File: src/sv/bsl_pkg.sv
// ----------------------------------------------------------------------------
// Reply deframer package
// Shared types and constants for the bootstrap-loader reply deframer.
// ----------------------------------------------------------------------------
`default_nettype none

package bsl_pkg;

    // Frame type bytes and frame framing constants.
    localparam logic [7:0] HDR_BYTE       = 8'h80;
    localparam logic [7:0] ACK_BYTE       = 8'h90;
    localparam logic [7:0] NAK_BYTE       = 8'hA0;
    localparam logic [7:0] XOR_SEED       = 8'hff;
    localparam logic [8:0] FRAME_OVERHEAD = 9'd6;

    // Frame buffer size; a data frame that reaches it without completing overflows.
    localparam logic [8:0] BUFFER_BYTES   = 9'd256;

    // Widths of the packed stream payloads.
    localparam int unsigned IN_DATA_W  = 8;
    localparam int unsigned OUT_DATA_W = 40;

    // Result status codes.
    typedef enum logic [2:0] {
        ST_ACK      = 3'd0,
        ST_OK       = 3'd1,
        ST_BADSUM   = 3'd2,
        ST_NAK      = 3'd3,
        ST_UNKNOWN  = 3'd4,
        ST_TIMEOUT  = 3'd5,
        ST_OVERFLOW = 3'd6
    } t_status;

    // Running state of the frame being received.
    typedef struct packed {
        logic [8:0] byte_count;
        logic [7:0] length_byte;
        logic [7:0] xor_even;
        logic [7:0] xor_odd;
    } t_frame_state;

    // One result item.
    typedef struct packed {
        logic [7:0] residue_odd;
        logic [7:0] residue_even;
        logic [7:0] declared_length;
        logic [8:0] frame_bytes;
        t_status    status;
    } t_result;

    localparam t_frame_state FRAME_CLEAR = '{
        byte_count:  9'd0,
        length_byte: 8'd0,
        xor_even:    XOR_SEED,
        xor_odd:     XOR_SEED
    };

endpackage

`default_nettype wire

File: src/sv/bsl_frame_eval.sv
// ----------------------------------------------------------------------------
// Reply frame evaluator
// Judges one received byte or timeout against the running frame state and
// produces the next state and, when the frame ends, its result.
// ----------------------------------------------------------------------------
`default_nettype none

module bsl_frame_eval
    import bsl_pkg::*;
(
    input  var t_frame_state i_state,
    input  wire logic [7:0]  i_rx_byte,
    input  wire logic        i_timeout,
    output t_frame_state     o_next_state,
    output logic             o_res_valid,
    output t_result          o_result
);

    logic [8:0] pos;
    logic [8:0] cnt;
    logic [7:0] xe_upd;
    logic [7:0] xo_upd;
    logic [7:0] len_upd;
    logic [9:0] target;
    logic       done;
    logic       sum_ok;

    // Running sums, count and captured length after this byte.
    always_comb begin
        pos     = i_state.byte_count;
        cnt     = pos + 9'd1;
        xe_upd  = pos[0] ? i_state.xor_even : (i_state.xor_even ^ i_rx_byte);
        xo_upd  = pos[0] ? (i_state.xor_odd ^ i_rx_byte) : i_state.xor_odd;
        len_upd = (pos == 9'd2) ? i_rx_byte : i_state.length_byte;
        target  = {2'b00, len_upd} + {1'b0, FRAME_OVERHEAD};
        done    = (cnt >= FRAME_OVERHEAD) && ({1'b0, cnt} == target);
        sum_ok  = (xe_upd == 8'd0) && (xo_upd == 8'd0);
    end

    // Frame decision.
    always_comb begin
        o_res_valid  = 1'b0;
        o_next_state = '{byte_count: cnt, length_byte: len_upd,
                         xor_even: xe_upd, xor_odd: xo_upd};
        o_result     = '{residue_odd: xo_upd, residue_even: xe_upd,
                         declared_length: len_upd, frame_bytes: cnt,
                         status: ST_OVERFLOW};
        if (i_timeout) begin
            o_res_valid  = 1'b1;
            o_next_state = FRAME_CLEAR;
            o_result     = '{residue_odd: i_state.xor_odd,
                             residue_even: i_state.xor_even,
                             declared_length: i_state.length_byte,
                             frame_bytes: i_state.byte_count,
                             status: ST_TIMEOUT};
        end else if ((pos == 9'd0) && (i_rx_byte != HDR_BYTE)) begin
            // Single-byte frames report only their type.
            o_res_valid  = 1'b1;
            o_next_state = FRAME_CLEAR;
            o_result     = '{residue_odd: 8'd0, residue_even: 8'd0,
                             declared_length: 8'd0, frame_bytes: 9'd1,
                             status: ST_UNKNOWN};
            if (i_rx_byte == ACK_BYTE) begin
                o_result.status = ST_ACK;
            end else if (i_rx_byte == NAK_BYTE) begin
                o_result.status = ST_NAK;
            end
        end else if (done) begin
            o_res_valid     = 1'b1;
            o_next_state    = FRAME_CLEAR;
            o_result.status = sum_ok ? ST_OK : ST_BADSUM;
        end else if (cnt >= BUFFER_BYTES) begin
            o_res_valid     = 1'b1;
            o_next_state    = FRAME_CLEAR;
            o_result.status = ST_OVERFLOW;
        end
    end

endmodule

`default_nettype wire

File: src/sv/bsl_out_slice.sv
// ----------------------------------------------------------------------------
// Result output slice
// Two-entry skid register between the evaluator and the result stream, so
// that its upstream ready is a register.
// ----------------------------------------------------------------------------
`default_nettype none

module bsl_out_slice
    import bsl_pkg::*;
(
    input  wire logic i_clk,
    input  wire logic i_rst_n,
    input  wire logic i_push,
    input  var t_result i_result,
    output logic      o_ready,
    output logic      o_valid,
    output t_result   o_result,
    input  wire logic i_take
);

    logic    r_main_valid;
    logic    r_skid_valid;
    t_result r_main;
    t_result r_skid;
    logic    pop;

    assign pop      = r_main_valid && i_take;
    assign o_ready  = !r_skid_valid;
    assign o_valid  = r_main_valid;
    assign o_result = r_main;

    // Control: main holds the shown result, skid catches one more.
    always_ff @(posedge i_clk) begin
        if (!i_rst_n) begin
            r_main_valid <= 1'b0;
            r_skid_valid <= 1'b0;
        end else begin
            if (r_skid_valid) begin
                if (pop) begin
                    r_skid_valid <= 1'b0;
                end
            end else if (i_push) begin
                if (!r_main_valid || pop) begin
                    r_main_valid <= 1'b1;
                end else begin
                    r_skid_valid <= 1'b1;
                end
            end else if (pop) begin
                r_main_valid <= 1'b0;
            end
        end
    end

    // Payload.
    always_ff @(posedge i_clk) begin
        if (r_skid_valid) begin
            if (pop) begin
                r_main <= r_skid;
            end
        end else if (i_push) begin
            if (!r_main_valid || pop) begin
                r_main <= i_result;
            end else begin
                r_skid <= i_result;
            end
        end
    end

endmodule

`default_nettype wire

File: src/sv/bsl_reply_deframer.sv
// ----------------------------------------------------------------------------
// Bootstrap-loader reply deframer
// Recognizes one reply frame at a time from received bytes and timeouts.
// ----------------------------------------------------------------------------
//  Channel   Direction  Payload
//  s_axis    in         tdata: rx_byte[7:0]; tuser: timeout
//  m_axis    out        tdata: status, frame_bytes, declared_length,
//                              residue_even, residue_odd (zero padded)
//
//  One item is accepted per cycle while input ready is high; each passes an
//  input register, the frame evaluator and a two-entry output skid register.
//  Bytes that end no frame produce no result.
//  Synchronous active-low reset clears the frame state and all valid flags.
//  A stalled result stream fills the skid register, then input ready falls.
// ----------------------------------------------------------------------------
`default_nettype none

module bsl_reply_deframer
    import bsl_pkg::*;
(
    input  wire logic                  i_clk,
    input  wire logic                  i_rst_n,
    input  wire logic                  i_s_axis_tvalid,
    output logic                       o_s_axis_tready,
    input  wire logic [IN_DATA_W-1:0]  i_s_axis_tdata,   // [7:0] rx_byte
    input  wire logic                  i_s_axis_tuser,   // [0] timeout
    output logic                       o_m_axis_tvalid,
    input  wire logic                  i_m_axis_tready,
    // [2:0] status, [11:3] frame_bytes, [19:12] declared_length,
    // [27:20] residue_even, [35:28] residue_odd, [39:36] zero
    output logic [OUT_DATA_W-1:0]      o_m_axis_tdata
);

    logic         r_in_valid;
    logic [7:0]   r_in_byte;
    logic         r_in_timeout;
    t_frame_state r_state;
    t_frame_state n_state;
    logic         res_valid;
    t_result      res;
    logic         slice_ready;
    logic         advance;
    logic         push;
    t_result      out_res;

    assign advance         = r_in_valid && (!res_valid || slice_ready);
    assign push            = r_in_valid && res_valid && slice_ready;
    assign o_s_axis_tready = !r_in_valid || advance;

    // Input register.
    always_ff @(posedge i_clk) begin
        if (!i_rst_n) begin
            r_in_valid <= 1'b0;
        end else if (o_s_axis_tready) begin
            r_in_valid <= i_s_axis_tvalid;
        end
    end

    always_ff @(posedge i_clk) begin
        if (o_s_axis_tready && i_s_axis_tvalid) begin
            r_in_byte    <= i_s_axis_tdata;
            r_in_timeout <= i_s_axis_tuser;
        end
    end

    // Frame state advances as each item leaves the input register.
    always_ff @(posedge i_clk) begin
        if (!i_rst_n) begin
            r_state <= FRAME_CLEAR;
        end else if (advance) begin
            r_state <= n_state;
        end
    end

    bsl_frame_eval u_eval (
        .i_state      (r_state),
        .i_rx_byte    (r_in_byte),
        .i_timeout    (r_in_timeout),
        .o_next_state (n_state),
        .o_res_valid  (res_valid),
        .o_result     (res)
    );

    bsl_out_slice u_slice (
        .i_clk    (i_clk),
        .i_rst_n  (i_rst_n),
        .i_push   (push),
        .i_result (res),
        .o_ready  (slice_ready),
        .o_valid  (o_m_axis_tvalid),
        .o_result (out_res),
        .i_take   (i_m_axis_tready)
    );

    // Result packing, first field lowest.
    assign o_m_axis_tdata = {4'b0000, out_res.residue_odd, out_res.residue_even,
                             out_res.declared_length, out_res.frame_bytes,
                             out_res.status};

endmodule

`default_nettype wire

File: config.mk
export PLATFORM = sky130hd
export DESIGN_NAME = bsl_reply_deframer
export DESIGN_NICKNAME = d
export VERILOG_FILES = /design/src/sv/bsl_pkg.sv /design/src/sv/bsl_frame_eval.sv /design/src/sv/bsl_out_slice.sv /design/src/sv/bsl_reply_deframer.sv
export SDC_FILE = /design/constraint.sdc
export NUM_CORES = 1
export LEC_CHECK = 0
export BUFFER_PORTS_ARGS = -buffer_cell sky130_fd_sc_hd__clkbuf_2
export CAP_MARGIN = 20
export CORE_MARGIN = 4
export CORE_UTILIZATION = 65
export CTS_CLUSTER_SIZE = 14
export DETAILED_ROUTE_END_ITERATION = 16
export GPL_TIMING_DRIVEN = 0
export PLACE_DENSITY = 0.95
export RECOVER_POWER = 100
export SLEW_MARGIN = 10
export SYNTH_ARGS = -nofsm -noshare
export SYNTH_HDL_FRONTEND = slang
export SYNTH_SLANG_ARGS = --single-unit
File: constraint.sdc
create_clock -name i_clk -period 20.5 [get_ports i_clk]
set_input_delay 1.025 -clock i_clk [delete_from_list [all_inputs] [get_ports i_clk]]
set_output_delay 1.025 -clock i_clk [all_outputs]
set_load 0.005 [all_outputs]
==> reports/metrics.yaml, run 1 <==
path_buf_inv: 7
critPathMaxStageDelay_ps: 840
track_usage_pct: 31.7
post_cts_buffers: 0
hpwl_mm: 12.0
slew_viol_final: 26
status: "finished, violations left"
cts_tree: "built"
dieHeight_um: 108
p_int_uw: 485
dr_total_vias: 5621
r2r_end: "u_slice.r_skid[6]"
synth_area_leaders: "edfxtp_1 (37%), dfxtp_1 (11%), mux2_2 (5.8%), nand2_1 (3.5%), o21ai_0 (2.7%)"
fp.dieArea_sq_um: 11800
power_leakage_uw: 0.00252
totalWireLength_mm: 17.8
finalClockSkew_ps: 10.8
ys_seq_area_share_pct: 48.1
switching_share_pct: 22.3
synth_edf_count: 81
worst_path_most_repeated_cell: "clkbuf_1"
root_buffer: "clkbuf_8"
utilization_pct: 75.9
dr.pass1.iters: 6
cts_hold_buf: 0
io_pins: 55
grt_overflow: 0
yosysTopAreaCellShare_pct: 37.1
final_cells: 838
ant_nets: 0
seq_power_share_pct: 43.0
synth_cells: 615
grt_pass1_vias: 5487
clk_latency_ps: 540
min_from: "r_state[17]"
final_area_sq_um: 7460
avgSynthCellArea_sq_um: 10.7
placed_area_sq_um: 7050
yosysUniqueCellTypes: 79
max_slew_margin_pct: -4.60
clockPowerShare_pct: 50.5
path_delay_family: "buffers and inverters"
syn_area_sq_um: 6560
die_w_um: 108
antenna_found_initial: 0
yosysTopAreaCell: "edfxtp_1"
crit_path_start_kind: "register"
worst_slew_pin_slew_ps: 1570
final_cell_mix: "edfxtp_1 (81), clkbuf_1 (68), nand2_1 (62), o21ai_0 (37), dfxtp_1 (36)"
hold_end: "r_state[17]"
worstReg2RegStart: "r_state[24]"
synthToLayoutAreaGrowth_pct: 13.7
synth_ff_type: "edfxtp_1"
async_reset_ff_share_pct: 0
rr_worst_depth: 20
antenna_cells: 0
finalCritPeriodShare_pct: 39.7
cts.clk_slew.worst_paths_ps: 60
required_ps: 20660
post-place-ws_ps: 14500
cp_slowest_cell: "o21ai_0"
drtIter0Drc: 560
fmax_mhz: 123
ys_ff_latch: 117
final_common_cell: "edfxtp_1"
grt_first_pass_wirelength_mm: 28.5
end_kind: "register"
ir_worst_vdd_v: 0.0000830
placedCellCount: 806
cts_buffer_depth: 2
routed_via_density: 6.71
critPathKind: "register to register"
start_util_pct: 66.8
grt_max_degree: 26
setup_ws_ps: 12370
reg2reg_slack_ps: 12370
violations: "capacitance limit, slew limit"
cts-resized-gates: 0
clkSinkCount: 117
core_sq_um: 9820
whs_path_depth: 2
h-tree-depth: 4
finalHoldViolCount: 0
io_buffers: 50
setup_violations: 0
nets: 709
tns_ps: 0
max_cap_violations: 1
rsz0062_at_grt: "no"
min_period_ps: 8130
wl_per_cell_um: 21.2
comb_power_share_pct: 6.6
p_switching_uw: 139
crit_arrival_ps: 8290
crit_chain: "clkbuf_1 -> clkinv_1 -> clkbuf_1 -> ha_1 -> or4b_1 -> clkbuf_1 -> nor2_8 -> clkbuf_1 -> mux2i_1 -> ha_1 -> xor2_1 -> xnor2_1 -> xnor2_1 -> nor4_4 -> o2111ai_1 -> o21ai_0 -> nand2_1 -> nor3b_1 -> clkbuf_1 -> clkbuf_1"
hold_path.class: "register to register"
power.density_nw_per_um2: 83.6
ys_warn_count: 0
drc: 0
drive_above_1_share_pct: 18.6
cp_max_fo: 11
cts_buffers: 17
rows: 36
routabilityCongestion: 0.974
[sequential cells by signal, indices dropped and copies added (netlist names)]
signal,flops
r_in_valid,1
u_slice.r_skid_valid,1
r_state,33
r_in_timeout,1
u_slice.o_valid,1
u_slice.r_skid,36
u_slice.o_result,36
r_in_byte,8
[worst register-to-register path, delay by kind of cell (launching register included)]
kind,cells,cell delay [ps]
AO/OA/AOI/OAI,2,1150
XOR/XNOR,3,490
adder cells (fa/ha/maj),2,600
buffers and inverters,7,2990
flip-flops,1,330
multiplexers,1,470
AND/OR/NAND/NOR,5,1740
[area by class of cell]
cell class / instances / area [sq um]
fillers: 673 / 2360
clock buffers: 20 / 425
flip-flops and latches: 117 / 3150
plain buffers: 54 / 241
clock inverters: 12 / 184
repair buffers: 55 / 243
inverters: 8 / 30.0
well taps: 133 / 166
multi-input cells: 439 / 3010
[metal layers]
metal | global-route usage [%] | up-vias | routed length [um]
li1 | - | 2470 | -
met1 | 40.3 | 2716 | 6980
met2 | 51.5 | 372 | 8480
met3 | 7.52 | 63 | 1750
met4 | 14.0 | 0 | 561
met5 | 0 | - | 0
[logic make-up after synthesis]
| kind of cell | share of synthesized area [%] |
|---|---|
| simple gates | 16.9 |
| compound gates | 18.0 |
| flops | 48.1 |
| buf+inv | 4.92 |
| mux | 7.14 |
| xor+xnor | 4.14 |
| fa+ha+maj | 0.763 |
| other cells | 0.0572 |
[synthesized netlist by cell type, types with 4 or more instances]
master	instances
o2111ai_2	10
buf_4	7
a21oi_1	29
edfxtp_1	81
a22o_1	5
nor2_1	27
nor3_1	15
nand4_1	6
clkbuf_1	32
and3_1	5
nor3b_1	4
o21ai_0	36
dfxtp_1	36
buf_2	7
a31oi_1	5
mux2_2	34
o31ai_1	18
xnor2_1	20
nand2b_1	4
o21a_1	6
a21o_1	6
a31o_2	4
nand3_1	30
nand2_1	61
or3_1	20
mux2i_1	6
ha_1	4
inv_1	7
xor2_1	11
o32ai_1	4
nand3b_1	4
[power by group through the flow]
stage	Combinational (uW)	Clock (uW)	Sequential (uW)
2_1_floorplan	25.6	0	272
3_3_place_gp	38.4	0	272
3_5_place_dp	41.6	0	272
4_1_cts	42.4	312	268
5_1_grt	44.7	324	269
6_report	40.9	315	268
[worst max path at each step]
stage / startpoint / end / slack [ps] / cells past startpoint
after floorplan: r_state[24] / u_slice.r_skid[0] / 13550 / 18
after global placement: r_state[24] / u_slice.r_skid[8] / 11520 / 18
after detailed placement: r_state[24] / o_s_axis_tready / 14500 / 19
after CTS: r_state[24] / o_s_axis_tready / 13890 / 19
after global routing: r_state[24] / u_slice.o_result[32] / 11780 / 19
final: r_state[24] / u_slice.r_skid[6] / 12370 / 20
[metrics by stage]
step,hold WS (ps),power (uW)
6_report,514,623
5_1_grt,539,637
4_1_cts,514,622
3_5_place_dp,505,314
3_3_place_gp,484,310
2_1_floorplan,464,297
Power figures use the tool's default switching activity.
==> run 2, diff against run 1 <==
--- a/config.mk
+++ b/config.mk
@@ -8,11 +8,11 @@
 export BUFFER_PORTS_ARGS = -buffer_cell sky130_fd_sc_hd__clkbuf_2
 export CAP_MARGIN = 20
 export CORE_MARGIN = 4
-export CORE_UTILIZATION = 65
+export CORE_UTILIZATION = 60
 export CTS_CLUSTER_SIZE = 14
 export DETAILED_ROUTE_END_ITERATION = 16
 export GPL_TIMING_DRIVEN = 0
-export PLACE_DENSITY = 0.95
+export PLACE_DENSITY = 0.9
 export RECOVER_POWER = 100
 export SLEW_MARGIN = 10
 export SYNTH_ARGS = -nofsm -noshare
==> constraint.sdc (replaced) <==
create_clock -name i_clk -period 7.9 [get_ports i_clk]
set_input_delay 0.395 -clock i_clk [delete_from_list [all_inputs] [get_ports i_clk]]
set_output_delay 0.395 -clock i_clk [all_outputs]
set_load 0.005 [all_outputs]
==> run 2 against run 1 <==
The run now ends clean. Utilization is 4.7 points lower. Sequential share of layout area is the same. Design area is the same. Highest routed layer unchanged.
==> reports/metrics.yaml, run 2 (same netlist as run 1, synthesis figures left out) <==
cts.clk_slew.worst_paths_ps: 60  # about the same
p_int_uw: 1170  # was 485 uW
min_period_ps: 6750  # was 8130 ps
rr_worst_depth: 20  # unchanged
h-tree-depth: 4  # unchanged
switching_share_pct: 23.4  # was 22.3%
final_cell_mix: "edfxtp_1 (81), nand2_1 (62), clkbuf_1 (60), o21ai_0 (36), dfxtp_1 (36)"  # was edfxtp_1 (81), clkbuf_1 (68), nand2_1 (62), o21ai_0 (37), dfxtp_1 (36)
die_w_um: 113  # was 108 um
grt_max_degree: 26  # unchanged
timing.hold.ws_ps: 36.5  # was 514 ps
wl_per_cell_um: 21.3  # was 21.2 um
hold_end: "r_in_byte[3]"  # was r_state[17]
maxUsedRoutingLayer: "met4"  # unchanged
status: "complete, no violations"  # was finished, violations left
rsz0062_at_grt: "no"  # unchanged
finalHoldViolCount: 0  # unchanged
drc: 0  # unchanged
clockPowerShare_pct: 47.6  # was 50.5%
cts_hold_buf: 0  # unchanged
grt_first_pass_wirelength_mm: 29.0  # was 28.5 mm
whs_path_depth: 1  # was 2
critPathMaxStageDelay_ps: 540  # was 840 ps
worst_path_most_repeated_cell: "clkbuf_1"  # unchanged
start_util_pct: 62.7  # was 66.8%
min_from: "i_s_axis_tdata[3]"  # was r_state[17]
core_sq_um: 10500  # was 9820 sq um
synthToLayoutAreaGrowth_pct: 13.7  # unchanged
ant_nets: 0  # unchanged
io_pins: 55  # unchanged
cts_tree: "built"  # unchanged
cp_slowest_cell: "clkbuf_1"  # was o21ai_0
crit_chain: "clkbuf_1 -> clkinv_1 -> clkbuf_1 -> ha_1 -> or4b_1 -> clkbuf_1 -> nor2_1 -> clkbuf_1 -> mux2i_1 -> ha_1 -> xor2_1 -> xnor2_1 -> xnor2_1 -> nor4_4 -> o2111ai_4 -> o21ai_2 -> nand2_1 -> nor3b_2 -> buf_4 -> buf_4"  # was clkbuf_1 -> clkinv_1 -> clkbuf_1 -> ha_1 -> or4b_1 -> clkbuf_1 -> nor2_8 -> clkbuf_1 -> mux2i_1 -> ha_1 -> xor2_1 -> xnor2_1 -> xnor2_1 -> nor4_4 -> o2111ai_1 -> o21ai_0 -> nand2_1 -> nor3b_1 -> clkbuf_1 -> clkbuf_1
cts_buffer_depth: 2  # unchanged
drive_above_1_share_pct: 20.0  # was 18.6%
antenna_cells: 0  # unchanged
fp.dieArea_sq_um: 12700  # was 11800 sq um
seq_power_share_pct: 45.3  # was 43.0%
setup_violations: 0  # unchanged
power_leakage_uw: 0.00253  # was 0.00252 uW
end_kind: "register"  # unchanged
dieHeight_um: 113  # was 108 um
track_usage_pct: 29.1  # was 31.7%
io_buffers: 50  # unchanged
nets: 709  # unchanged
grt_overflow: 0  # unchanged
p_switching_uw: 358  # was 139 uW
antenna_found_initial: 0  # unchanged
worstReg2RegStart: "r_state[24]"  # unchanged
final_cells: 841  # was 838
cts_buffers: 17  # unchanged
rows: 37  # was 36
slew_viol_final: 0  # was 26
crit_arrival_ps: 6980  # was 8290 ps
dr_total_vias: 5518  # was 5621
cp_max_fo: 11  # unchanged
required_ps: 8130  # was 20660 ps
drtIter0Drc: 691  # was 560
hpwl_mm: 12.3  # was 12.0 mm
max_cap_violations: 0  # was 1
totalWireLength_mm: 17.9  # was 17.8 mm
worst_slew_pin_slew_ps: 744  # was 1570 ps
comb_power_share_pct: 7.1  # was 6.6%
final_common_cell: "edfxtp_1"  # unchanged
post_cts_buffers: 0  # unchanged
cts-resized-gates: 0  # unchanged
placedCellCount: 809  # was 806
r2r_end: "u_slice.r_skid[8]"  # was u_slice.r_skid[6]
reg2reg_slack_ps: 1150  # was 12370 ps
fmax_mhz: 148  # was 123 MHz
clk_latency_ps: 540  # about the same
ir_worst_vdd_v: 0.000165  # was 0.0000830 V
dr.pass1.iters: 6  # unchanged
wirelength_met1_mm: 6.96  # was 6.98 mm
grt_pass1_vias: 5485  # was 5487
wl_met3_mm: 1.78  # was 1.75 mm
finalClockSkew_ps: 8.81  # was 10.8 ps
routabilityCongestion: 0.936  # was 0.974
finalCritPeriodShare_pct: 85.5  # was 39.7%
route.met2.wl_mm: 8.76  # was 8.48 mm
hold_path.class: "input port to register"  # was register to register
crit_path_start_kind: "register"  # unchanged
power.density_nw_per_um2: 205  # was 83.6 nW/um^2
routed_via_density: 6.56  # was 6.71
critPathKind: "register to register"  # unchanged
clkSinkCount: 117  # unchanged
root_buffer: "clkbuf_8"  # unchanged
max_slew_margin_pct: 49.8  # was -4.60%
[run 2: changes by cell type in the layout (fill, tap and decap cells not counted), moves of 2 or more]
cell,before,now
clkinvlp_4,1,3
clkinv_1,4,1
o2111ai_1,4,6
buf_4,5,8
clkbuf_1,68,60
clkbuf_2,29,31
bufinv_16,5,2
o2111ai_2,10,7
clkinv_2,3,5
[run 2: metal layers]
metal | track usage, % | up-vias
met5 | 0 | -
met4 | 10.7 | 0
met3 | 8.14 | 49
met2 | 47.8 | 360
met1 | 36.9 | 2638
li1 | - | 2471
[run 2: worst max-delay path by stage]
stage | startpoint | endpoint | slack [ps] | cells after the start
2_1_floorplan | r_state[24] | u_slice.r_skid[0] | 950 | 18
3_3_place_gp | r_state[24] | u_slice.r_skid[7] | -1040 | 18
3_5_place_dp | r_state[24] | u_slice.r_skid[8] | 1960 | 20
4_1_cts | r_state[24] | u_slice.r_skid[5] | 1900 | 20
5_1_grt | r_state[24] | r_state[25] | 850 | 19
6_report | r_state[24] | u_slice.r_skid[8] | 1150 | 20
[run 2: layout make-up]
class	count	area, sq um
inverter	8	30.0
tap	136	170
timing repair buffer	55	284
clock inverter	10	108
fill	774	3010
sequential	117	3150
buffer	54	263
multi-input combinational	439	3010
clock buffer	22	443
[run 2: power groups by stage]
stage / Sequential [uW] / Clock (uW) / Combinational [uW]
finish: 695 / 729 / 108
global route: 697 / 765 / 118
CTS: 694 / 731 / 111
detailed placement: 706 / 0 / 109
global placement: 706 / 0 / 100
floorplan: 705 / 0 / 66.3
[run 2: metrics by stage]
stage          utilization [%]  instance area [sq um]  worst slack, ps  total power, uW  TNS, ps
3_3_place_gp              66.8                   6990            -1040              806   -37080
2_1_floorplan                -                   6570              948              771        0
6_report                  71.3                   7460             1150             1530        0
4_1_cts                   72.7                   7610             1900             1540        0
5_1_grt                   71.3                   7460              854             1580        0
3_5_place_dp              67.4                   7060             1960              816        0
[run 2: critical path, delay by kind of cell (launching register included)]
family | cells | cell delay [ps]
and+or+nand+nor | 5 | 1700
DFF | 1 | 330
adders and majority gates | 2 | 590
buffers and inverters | 7 | 2280
xor gates and xnor gates | 3 | 450
AOI/OAI and AO/OA | 2 | 580
muxes | 1 | 480
